[src/design/ssm_pkg.sv]
`timescale 1ns / 1ps
// ----------------------------------------------------------------------------
// ssm_pkg
// Shared types and constants for the shear sort mesh block.
// ----------------------------------------------------------------------------
package ssm_pkg;

    // Width of the side configuration register
    localparam int SIDE_W  = 4;
    // Phase count fits in 3 bits for side up to 8; pass index is twice that
    localparam int PHASE_W = 3;
    localparam int PASS_W  = PHASE_W + 1;

    typedef logic [SIDE_W-1:0]  side_t;
    typedef logic [PHASE_W-1:0] phase_t;
    typedef logic [PASS_W-1:0]  pass_t;

    // Number of row/column phases: ceil(log2(side*side)) + 1
    function automatic phase_t phase_count(input side_t s);
        phase_t p;
        begin
            case (s)
                4'd1:    p = 3'd1;
                4'd2:    p = 3'd3;
                4'd3:    p = 3'd5;
                4'd4:    p = 3'd5;
                4'd5:    p = 3'd6;
                default: p = 3'd7;
            endcase
            return p;
        end
    endfunction

endpackage

[src/design/ssm_ram.sv]
`timescale 1ns / 1ps
// ----------------------------------------------------------------------------
// ssm_ram
// Generic RAM: one write port, two read ports, registered read data.
// ----------------------------------------------------------------------------
module ssm_ram #(
    parameter int WIDTH = 32,
    parameter int DEPTH = 64,
    parameter int ADDR_W = (DEPTH > 1) ? $clog2(DEPTH) : 1
) (
    input  logic              aclk,
    input  logic              wr_en,
    input  logic [ADDR_W-1:0] wr_addr,
    input  logic [WIDTH-1:0]  wr_data,
    input  logic [ADDR_W-1:0] rd_addr_a,
    output logic [WIDTH-1:0]  rd_data_a,
    input  logic [ADDR_W-1:0] rd_addr_b,
    output logic [WIDTH-1:0]  rd_data_b
);

    logic [WIDTH-1:0] mem [DEPTH];

    // Write and register both reads
    always_ff @(posedge aclk) begin
        if (wr_en) begin
            mem[wr_addr] <= wr_data;
        end
        rd_data_a <= mem[rd_addr_a];
        rd_data_b <= mem[rd_addr_b];
    end

endmodule

[src/design/shear_sort_square_mesh.sv]
`timescale 1ns / 1ps
// Operation: side*side load beats at one per cycle while s_valid is high and cfg_we low,
//   then (2*P+1)*side*side*(side-1)/2 compare-swaps (P = ceil(log2(side*side))+1), run by
//   the single compare-swap unit on the store's one write port as read, compare and write
//   steps; readout reads, captures and holds each beat until taken. One run at a time.
// Reset: control state clears and side returns to 8; store contents stay undefined.
// ----------------------------------------------------------------------------
// shear_sort_square_mesh
// Loads a square of signed values, shear sorts it with one shared compare-swap
// unit over a RAM store, and streams the result out in snake order.
// ----------------------------------------------------------------------------
module shear_sort_square_mesh
    import ssm_pkg::*;
#(
    parameter int MAX_SIDE   = 8,
    parameter int DATA_WIDTH = 32
) (
    input  logic                         aclk,
    input  logic                         aresetn,
    input  logic                         cfg_we,
    input  logic [SIDE_W-1:0]            cfg_wdata,
    input  logic                         s_valid,
    output logic                         s_ready,
    input  logic signed [DATA_WIDTH-1:0] s_value,
    output logic                         m_valid,
    input  logic                         m_ready,
    output logic signed [DATA_WIDTH-1:0] m_sorted_value,
    output logic                         m_last
);

    localparam int CELLS  = MAX_SIDE * MAX_SIDE;
    localparam int ADDR_W = (CELLS > 1) ? $clog2(CELLS) : 1;
    localparam int IDX_W  = (MAX_SIDE > 1) ? $clog2(MAX_SIDE) : 1;
    localparam int CNT_W  = $clog2(MAX_SIDE + 1);
    localparam int CW     = CNT_W + 1;

    localparam logic [2:0] ST_LOAD = 3'd0;
    localparam logic [2:0] ST_RD   = 3'd1;
    localparam logic [2:0] ST_CMP  = 3'd2;
    localparam logic [2:0] ST_WR2  = 3'd3;
    localparam logic [2:0] ST_ORD  = 3'd4;
    localparam logic [2:0] ST_OLD  = 3'd5;
    localparam logic [2:0] ST_OUT  = 3'd6;

    logic [2:0]       state_reg, state_next;
    side_t            side_reg, side_next;
    logic [IDX_W-1:0] row_reg, row_next;
    logic [IDX_W-1:0] col_reg, col_next;
    logic [IDX_W-1:0] line_reg, line_next;
    logic [IDX_W-1:0] i_reg, i_next;
    logic [IDX_W-1:0] j_reg, j_next;
    pass_t            pass_reg, pass_next;
    logic             swap_reg, swap_next;
    logic [DATA_WIDTH-1:0] hold_reg, hold_next;
    logic             m_valid_reg, m_valid_next;
    logic             m_last_reg, m_last_next;
    logic [DATA_WIDTH-1:0] out_reg, out_next;

    logic [CNT_W-1:0] eff_side;
    logic [IDX_W-1:0] side_m1;
    logic             col_pass;
    logic             up;
    logic [IDX_W-1:0] j_p1;
    logic [ADDR_W-1:0] addr_i, addr_j, addr_load, addr_snake;
    logic [IDX_W-1:0] snake_col;
    logic             swap;
    logic             last_pair;
    logic             last_cell;
    logic [CW-1:0]    j_lim, i_lim;

    logic              wr_en;
    logic [ADDR_W-1:0] wr_addr;
    logic [DATA_WIDTH-1:0] wr_data;
    logic [ADDR_W-1:0] rd_addr_a;
    logic [DATA_WIDTH-1:0] rd_data_a, rd_data_b;

    function automatic logic [ADDR_W-1:0] cell_addr(input logic [IDX_W-1:0] r,
                                                    input logic [IDX_W-1:0] c);
        begin
            return ADDR_W'(int'(r) * MAX_SIDE + int'(c));
        end
    endfunction

    // Saturate the side register into 1..MAX_SIDE
    always_comb begin
        if (side_reg == '0) begin
            eff_side = CNT_W'(1);
        end else if (int'(side_reg) > MAX_SIDE) begin
            eff_side = CNT_W'(MAX_SIDE);
        end else begin
            eff_side = CNT_W'(side_reg);
        end
    end

    assign side_m1  = IDX_W'(eff_side - CNT_W'(1));
    assign col_pass = pass_reg[0];
    assign up       = col_pass | ~line_reg[0];
    assign j_p1     = j_reg + IDX_W'(1);

    // Pair addresses for the compare-swap unit
    assign addr_i = col_pass ? cell_addr(j_reg, line_reg) : cell_addr(line_reg, j_reg);
    assign addr_j = col_pass ? cell_addr(j_p1, line_reg)  : cell_addr(line_reg, j_p1);

    assign addr_load  = cell_addr(row_reg, col_reg);
    assign snake_col  = row_reg[0] ? (side_m1 - col_reg) : col_reg;
    assign addr_snake = cell_addr(row_reg, snake_col);
    assign last_cell  = (row_reg == side_m1) && (col_reg == side_m1);

    // Compare unit: order the pair ascending or descending
    assign swap = up ? ($signed(rd_data_a) > $signed(rd_data_b))
                     : ($signed(rd_data_a) < $signed(rd_data_b));

    // Bubble limits: j runs to s-2-i, i runs to s-2
    assign j_lim = CW'(eff_side) - CW'(i_reg) - CW'(1);
    assign i_lim = CW'(eff_side) - CW'(1);
    assign last_pair = (line_reg == side_m1)
                    && ((CW'(i_reg) + CW'(1)) >= i_lim)
                    && (pass_reg == {phase_count(side_t'(eff_side)), 1'b0});

    // Store port muxing
    always_comb begin
        wr_en   = 1'b0;
        wr_addr = addr_load;
        wr_data = s_value;
        case (state_reg)
            ST_LOAD: begin
                wr_en = s_valid && !cfg_we;
            end
            ST_CMP: begin
                wr_en   = swap;
                wr_addr = addr_i;
                wr_data = rd_data_b;
            end
            ST_WR2: begin
                wr_en   = swap_reg;
                wr_addr = addr_j;
                wr_data = hold_reg;
            end
            default: begin
                wr_en = 1'b0;
            end
        endcase
    end

    assign rd_addr_a = (state_reg == ST_ORD) ? addr_snake : addr_i;

    ssm_ram #(
        .WIDTH(DATA_WIDTH),
        .DEPTH(CELLS)
    ) u_store (
        .aclk      (aclk),
        .wr_en     (wr_en),
        .wr_addr   (wr_addr),
        .wr_data   (wr_data),
        .rd_addr_a (rd_addr_a),
        .rd_data_a (rd_data_a),
        .rd_addr_b (addr_j),
        .rd_data_b (rd_data_b)
    );

    // Sequencer
    always_comb begin
        state_next   = state_reg;
        side_next    = side_reg;
        row_next     = row_reg;
        col_next     = col_reg;
        line_next    = line_reg;
        i_next       = i_reg;
        j_next       = j_reg;
        pass_next    = pass_reg;
        swap_next    = swap_reg;
        hold_next    = hold_reg;
        m_valid_next = m_valid_reg;
        m_last_next  = m_last_reg;
        out_next     = out_reg;

        case (state_reg)
            ST_LOAD: begin
                // Take one beat per cycle in row-major order while s_valid is high and cfg_we is low
                if (cfg_we) begin
                    side_next = cfg_wdata;
                    row_next  = '0;
                    col_next  = '0;
                end else if (s_valid) begin
                    if (col_reg == side_m1) begin
                        col_next = '0;
                        if (row_reg == side_m1) begin
                            row_next  = '0;
                            line_next = '0;
                            i_next    = '0;
                            j_next    = '0;
                            pass_next = '0;
                            state_next = (eff_side == CNT_W'(1)) ? ST_ORD : ST_RD;
                        end else begin
                            row_next = row_reg + IDX_W'(1);
                        end
                    end else begin
                        col_next = col_reg + IDX_W'(1);
                    end
                end
            end
            ST_RD: begin
                state_next = ST_CMP;
            end
            ST_CMP: begin
                // Write the first cell, hold the other value for the second write
                swap_next  = swap;
                hold_next  = rd_data_a;
                state_next = ST_WR2;
            end
            ST_WR2: begin
                // Advance j, then i, then line, then pass
                state_next = ST_RD;
                if ((CW'(j_reg) + CW'(1)) < j_lim) begin
                    j_next = j_p1;
                end else begin
                    j_next = '0;
                    if ((CW'(i_reg) + CW'(1)) < i_lim) begin
                        i_next = i_reg + IDX_W'(1);
                    end else begin
                        i_next = '0;
                        if (line_reg != side_m1) begin
                            line_next = line_reg + IDX_W'(1);
                        end else begin
                            line_next = '0;
                            pass_next = pass_reg + PASS_W'(1);
                        end
                    end
                end
                if (((CW'(j_reg) + CW'(1)) >= j_lim) && last_pair) begin
                    state_next = ST_ORD;
                end
            end
            ST_ORD: begin
                state_next = ST_OLD;
            end
            ST_OLD: begin
                // Capture the read into the output register
                out_next     = rd_data_a;
                m_last_next  = last_cell;
                m_valid_next = 1'b1;
                state_next   = ST_OUT;
            end
            ST_OUT: begin
                // Hold the beat until taken, then step the snake walk
                if (m_ready) begin
                    m_valid_next = 1'b0;
                    if (last_cell) begin
                        row_next   = '0;
                        col_next   = '0;
                        state_next = ST_LOAD;
                    end else begin
                        state_next = ST_ORD;
                        if (col_reg == side_m1) begin
                            col_next = '0;
                            row_next = row_reg + IDX_W'(1);
                        end else begin
                            col_next = col_reg + IDX_W'(1);
                        end
                    end
                end
            end
            default: begin
                state_next = ST_LOAD;
            end
        endcase
    end

    // Control registers
    always_ff @(posedge aclk) begin
        if (!aresetn) begin
            state_reg   <= ST_LOAD;
            side_reg    <= side_t'(8);
            row_reg     <= '0;
            col_reg     <= '0;
            line_reg    <= '0;
            i_reg       <= '0;
            j_reg       <= '0;
            pass_reg    <= '0;
            swap_reg    <= 1'b0;
            m_valid_reg <= 1'b0;
            m_last_reg  <= 1'b0;
        end else begin
            state_reg   <= state_next;
            side_reg    <= side_next;
            row_reg     <= row_next;
            col_reg     <= col_next;
            line_reg    <= line_next;
            i_reg       <= i_next;
            j_reg       <= j_next;
            pass_reg    <= pass_next;
            swap_reg    <= swap_next;
            m_valid_reg <= m_valid_next;
            m_last_reg  <= m_last_next;
        end
    end

    // Payload registers
    always_ff @(posedge aclk) begin
        hold_reg <= hold_next;
        out_reg  <= out_next;
    end

    assign s_ready        = (state_reg == ST_LOAD) && !cfg_we;
    assign m_valid        = m_valid_reg;
    assign m_last         = m_last_reg;
    assign m_sorted_value = out_reg;

endmodule
[config.mk]
export PLATFORM = sky130hd
export DESIGN_NAME = shear_sort_square_mesh
export DESIGN_NICKNAME = d
export VERILOG_FILES = /design/src/design/ssm_pkg.sv /design/src/design/ssm_ram.sv /design/src/design/shear_sort_square_mesh.sv
export SDC_FILE = /design/constraint.sdc
export NUM_CORES = 2
export LEC_CHECK = 0
export ABC_AREA = 1
export CAP_MARGIN = 20
export CORE_ASPECT_RATIO = 0.5
export CORE_UTILIZATION = 39
export DETAILED_ROUTE_END_ITERATION = 8
export DONT_BUFFER_PORTS = 1
export PLACE_DENSITY_LB_ADDON = 0.1
export SYNTH_ARGS = -nofsm -noshare
export SYNTH_HDL_FRONTEND = slang
export SYNTH_SLANG_ARGS = --single-unit
[constraint.sdc]
create_clock -name aclk -period 8.7 [get_ports aclk]
set_clock_uncertainty 0.2 [all_clocks]
set_input_delay 1.74 -clock aclk [delete_from_list [all_inputs] [get_ports aclk]]
set_output_delay 1.74 -clock aclk [all_outputs]
set_load 0.03 [all_outputs]
==> run metrics <==
status finished, final reports clean; clk buf depth 4; total global-route track usage 0.2983; hold_sp side_reg[0]; syn nets 11,773; initial antenna violation count 23; Pint 16.86 mW; clk root buf clkbuf_16; CORE AREA 0.2833 sq mm; fmax 177.6 MHz; clock power share 0.440; Netlist cell types 48; FP Rows 138; Power Total 21.59 mW; pre-CTS WS 3.183 ns; area grow syn2layout 9.655%; worst path cell trace o21ai_0, nand2_1, inv_1, ha_1, fa_1, nand2_1, o21ai_1, o21ai_4, buf_12, nand3_1, nand2_1, nand3_1, nand3_1, nand3_1, nand3_1, nand2_1; Worst Path Arrival 6.19 ns; Starting DRT DRC Count 12,783; Slew Limit Headroom 0.2841; final period demand of the worst path 5.630 ns; Syn Area/Cell 9.528 sq um; Post-Layout Cell Count 15,179; DR vias/cell 6.055; H-tree Lvls 4; hpwl dp 253,500 um; largest net degree at the start of global routing 172; area of the die 0.2875 sq mm; I/O Buffers 0; leakage dissipation 43.93 nW; capturing point of the worst reg2reg path u_store.rd_data_a[5]; worst-path maximum fanout 110; cells after synthesis 11,674; placed insts 14,771; Post-Syn Area 0.1112 sq mm; Avg WL per Cell 29.26 um; hold path cells 2; most common cell type on the critical path nand3_1; postcts setup bufs 0; commonest non-fill, non-tap cell in the layout nand2_1; Slew Viols, Final 0; VDD IR max 0.1819 mV; sequential power share 0.541; post-route clock period utilization 0.6471; WL final 444,200 um; antenna-violating nets left 0; cts bufs inserted 222; Hold EP side_reg[0]; cts hold-fix bufs 0; startpoint types flip-flop; DIE HEIGHT 379.6 um; GRT overflow 0; Vias 91,906; Min-Delay Path Class flip-flop to flip-flop; count of final setup violators 0; share of layout cells above drive strength 1 0.06995; first-pass GRT wire length 624,000 um; EDFF count, synth 2,112; actual slew at the worst max-slew pin 1.074 ns; nets 11,314; RSZ-0062 raised after global routing no; Starting Density 0.3926; clock slew at reported path FFs 0.07 ns; Final Hold Fails 0; max cap viols 0; worst-path cell with the longest stage delay o21ai_4; Residual DRC 0; CTS tree yes; clk sinks 2,205; FF+latch count, synth 2,205; overall die width 757.3 um; R2R setup slack 3.07 ns; worst setup path category flip-flop to flip-flop; setup ws final 3.070 ns; I/O Pins 76; commonest cells after routing, fill and taps aside 3,125 x nand2_1, 2,112 x edfxtp_1, 1,709 x nand3_1, 1,170 x o211ai_1, 739 x inv_1; Worst R2R Start side_reg[2]; WHS 0.2490 ns; ys async rst share 0; vias in the first global route 83,951; RD Place Congestion 0.9237; Power Density 177.0 mW/mm^2; slowest stage delay, CP 0.83 ns; Yosys warning count 0; Total Neg Setup Slack 0 ns; sequential area share after synthesis 0.5869; max reg flops 2,048; sw frac 0.2190; Most used DFF post-synth edfxtp_1; FF-to-FF path depth 16; Biggest register u_store.mem; cts repair resizes 0; DRT Pass-1 Iters 6; critical path data required time 9.26 ns; crit end category flip-flop; combinational share of power 0.019; sw power 4.728 mW; Clock Latency Late Sink 0.92 ns
==> per-layer routing <==
layer  vias up  routed length, um  track usage
li1      40598                  -            -
met1     45454             199300       0.4544
met2      5148             176500       0.4092
met3       696              57870      0.09430
met4        10              10330      0.06799
met5         -                186            0
==> area by class of cell <==
cell class	count	area [sq um]
tap	3780	4730
clock inverter	103	745.7
sequential	2205	65280
clock buffer	300	6022
multi-input combinational	7766	39730
inverter	759	2892
antenna	5	12.51
fill	26898	161400
timing repair buffer	261	2555
==> how the worst max path moves through the flow <==
stage / from / slack (ns) / end
floorplan: cfg_we / 3.66 / u_store.mem[16][0]
CTS: side_reg[2] / 3.33 / u_store.rd_data_a[1]
detailed placement: cfg_we / 3.18 / u_store.mem[35][21]
finish: side_reg[2] / 3.07 / u_store.rd_data_a[5]
global route: side_reg[2] / 2.95 / u_store.rd_data_a[13]
global placement: cfg_we / 3.18 / u_store.mem[35][26]
==> cells in the mapped netlist (2+ instances only) <==
| library cell | instances | area share |
|---|---|---|
| a21oi_1 | 110 | 0.0049 |
| nor3_1 | 7 | 0.00031 |
| edfxtp_1 | 2112 | 0.57 |
| nand2_4 | 2 | 0.00020 |
| nand2_2 | 4 | 0.00022 |
| buf_2 | 478 | 0.022 |
| xor2_1 | 7 | 0.00055 |
| xnor2_1 | 4 | 0.00031 |
| nand3b_1 | 2 | 0.00013 |
| nor3b_1 | 2 | 0.00013 |
| a22oi_1 | 3 | 0.00020 |
| o221ai_2 | 2 | 0.00027 |
| ha_1 | 56 | 0.0063 |
| or2_2 | 116 | 0.0065 |
| o21a_1 | 3 | 0.00020 |
| o221ai_1 | 117 | 0.0092 |
| o22ai_1 | 155 | 0.0087 |
| nand4_1 | 21 | 0.0012 |
| nor2_1 | 428 | 0.014 |
| buf_4 | 35 | 0.0024 |
| o21ai_2 | 3 | 0.00024 |
| o211ai_1 | 1170 | 0.079 |
| o21ai_1 | 7 | 0.00031 |
| nor3_2 | 3 | 0.00027 |
| nor2_2 | 12 | 0.00067 |
| inv_1 | 743 | 0.025 |
| nand3_1 | 1711 | 0.077 |
| inv_2 | 14 | 0.00047 |
| fa_1 | 2 | 0.00036 |
| buf_1 | 51 | 0.0017 |
| clkbuf_1 | 379 | 0.013 |
| nand2_1 | 3129 | 0.11 |
| dfxtp_1 | 93 | 0.017 |
| o21ai_0 | 677 | 0.030 |
| a21oi_4 | 2 | 0.00029 |
| nor3_4 | 2 | 0.00029 |
==> kinds of logic (layout without fill, tap and decap cells) <==
logic type / count (synthesis) / after routing / synth area share
other: 1 / 6 / 0.00003371
AND/OR/NAND/NOR: 5443 / 5443 / 0.2073
adder cells (fa/ha/maj): 58 / 58 / 0.006659
AO/OA/AOI/OAI: 2253 / 2253 / 0.1341
XOR/XNOR: 11 / 11 / 0.0008661
buffers and inverters: 1703 / 1423 / 0.06412
flip-flops: 2205 / 2205 / 0.5869
==> through the flow <==
stage,util,area [sq um]
6_report,0.4305,122000
3_3_place_gp,0.4064,115100
4_1_cts,0.4304,122000
5_1_grt,0.4304,122000
3_5_place_dp,0.4065,115200
2_1_floorplan,-,111200
==> critical path, delay by kind of cell, from the launching register on <==
family / cells / cell delay [ns]
AOI/OAI and AO/OA: 3 / 1.12
buffers and inverters: 2 / 0.67
adders and majority gates: 2 / 0.92
and+or+nand+nor: 9 / 1.82
DFF: 1 / 0.41
==> power groups by stage <==
| stage | logic [mW] | clock network [mW] | registers, mW |
|---|---|---|---|
| 4_1_cts | 0.404 | 9.59 | 11.7 |
| 3_3_place_gp | 0.402 | 0 | 11.9 |
| 2_1_floorplan | 0.183 | 0 | 11.9 |
| 5_1_grt | 0.441 | 9.99 | 11.7 |
| 6_report | 0.418 | 9.49 | 11.7 |
| 3_5_place_dp | 0.403 | 0 | 11.9 |
Power figures use the tool's default switching activity.
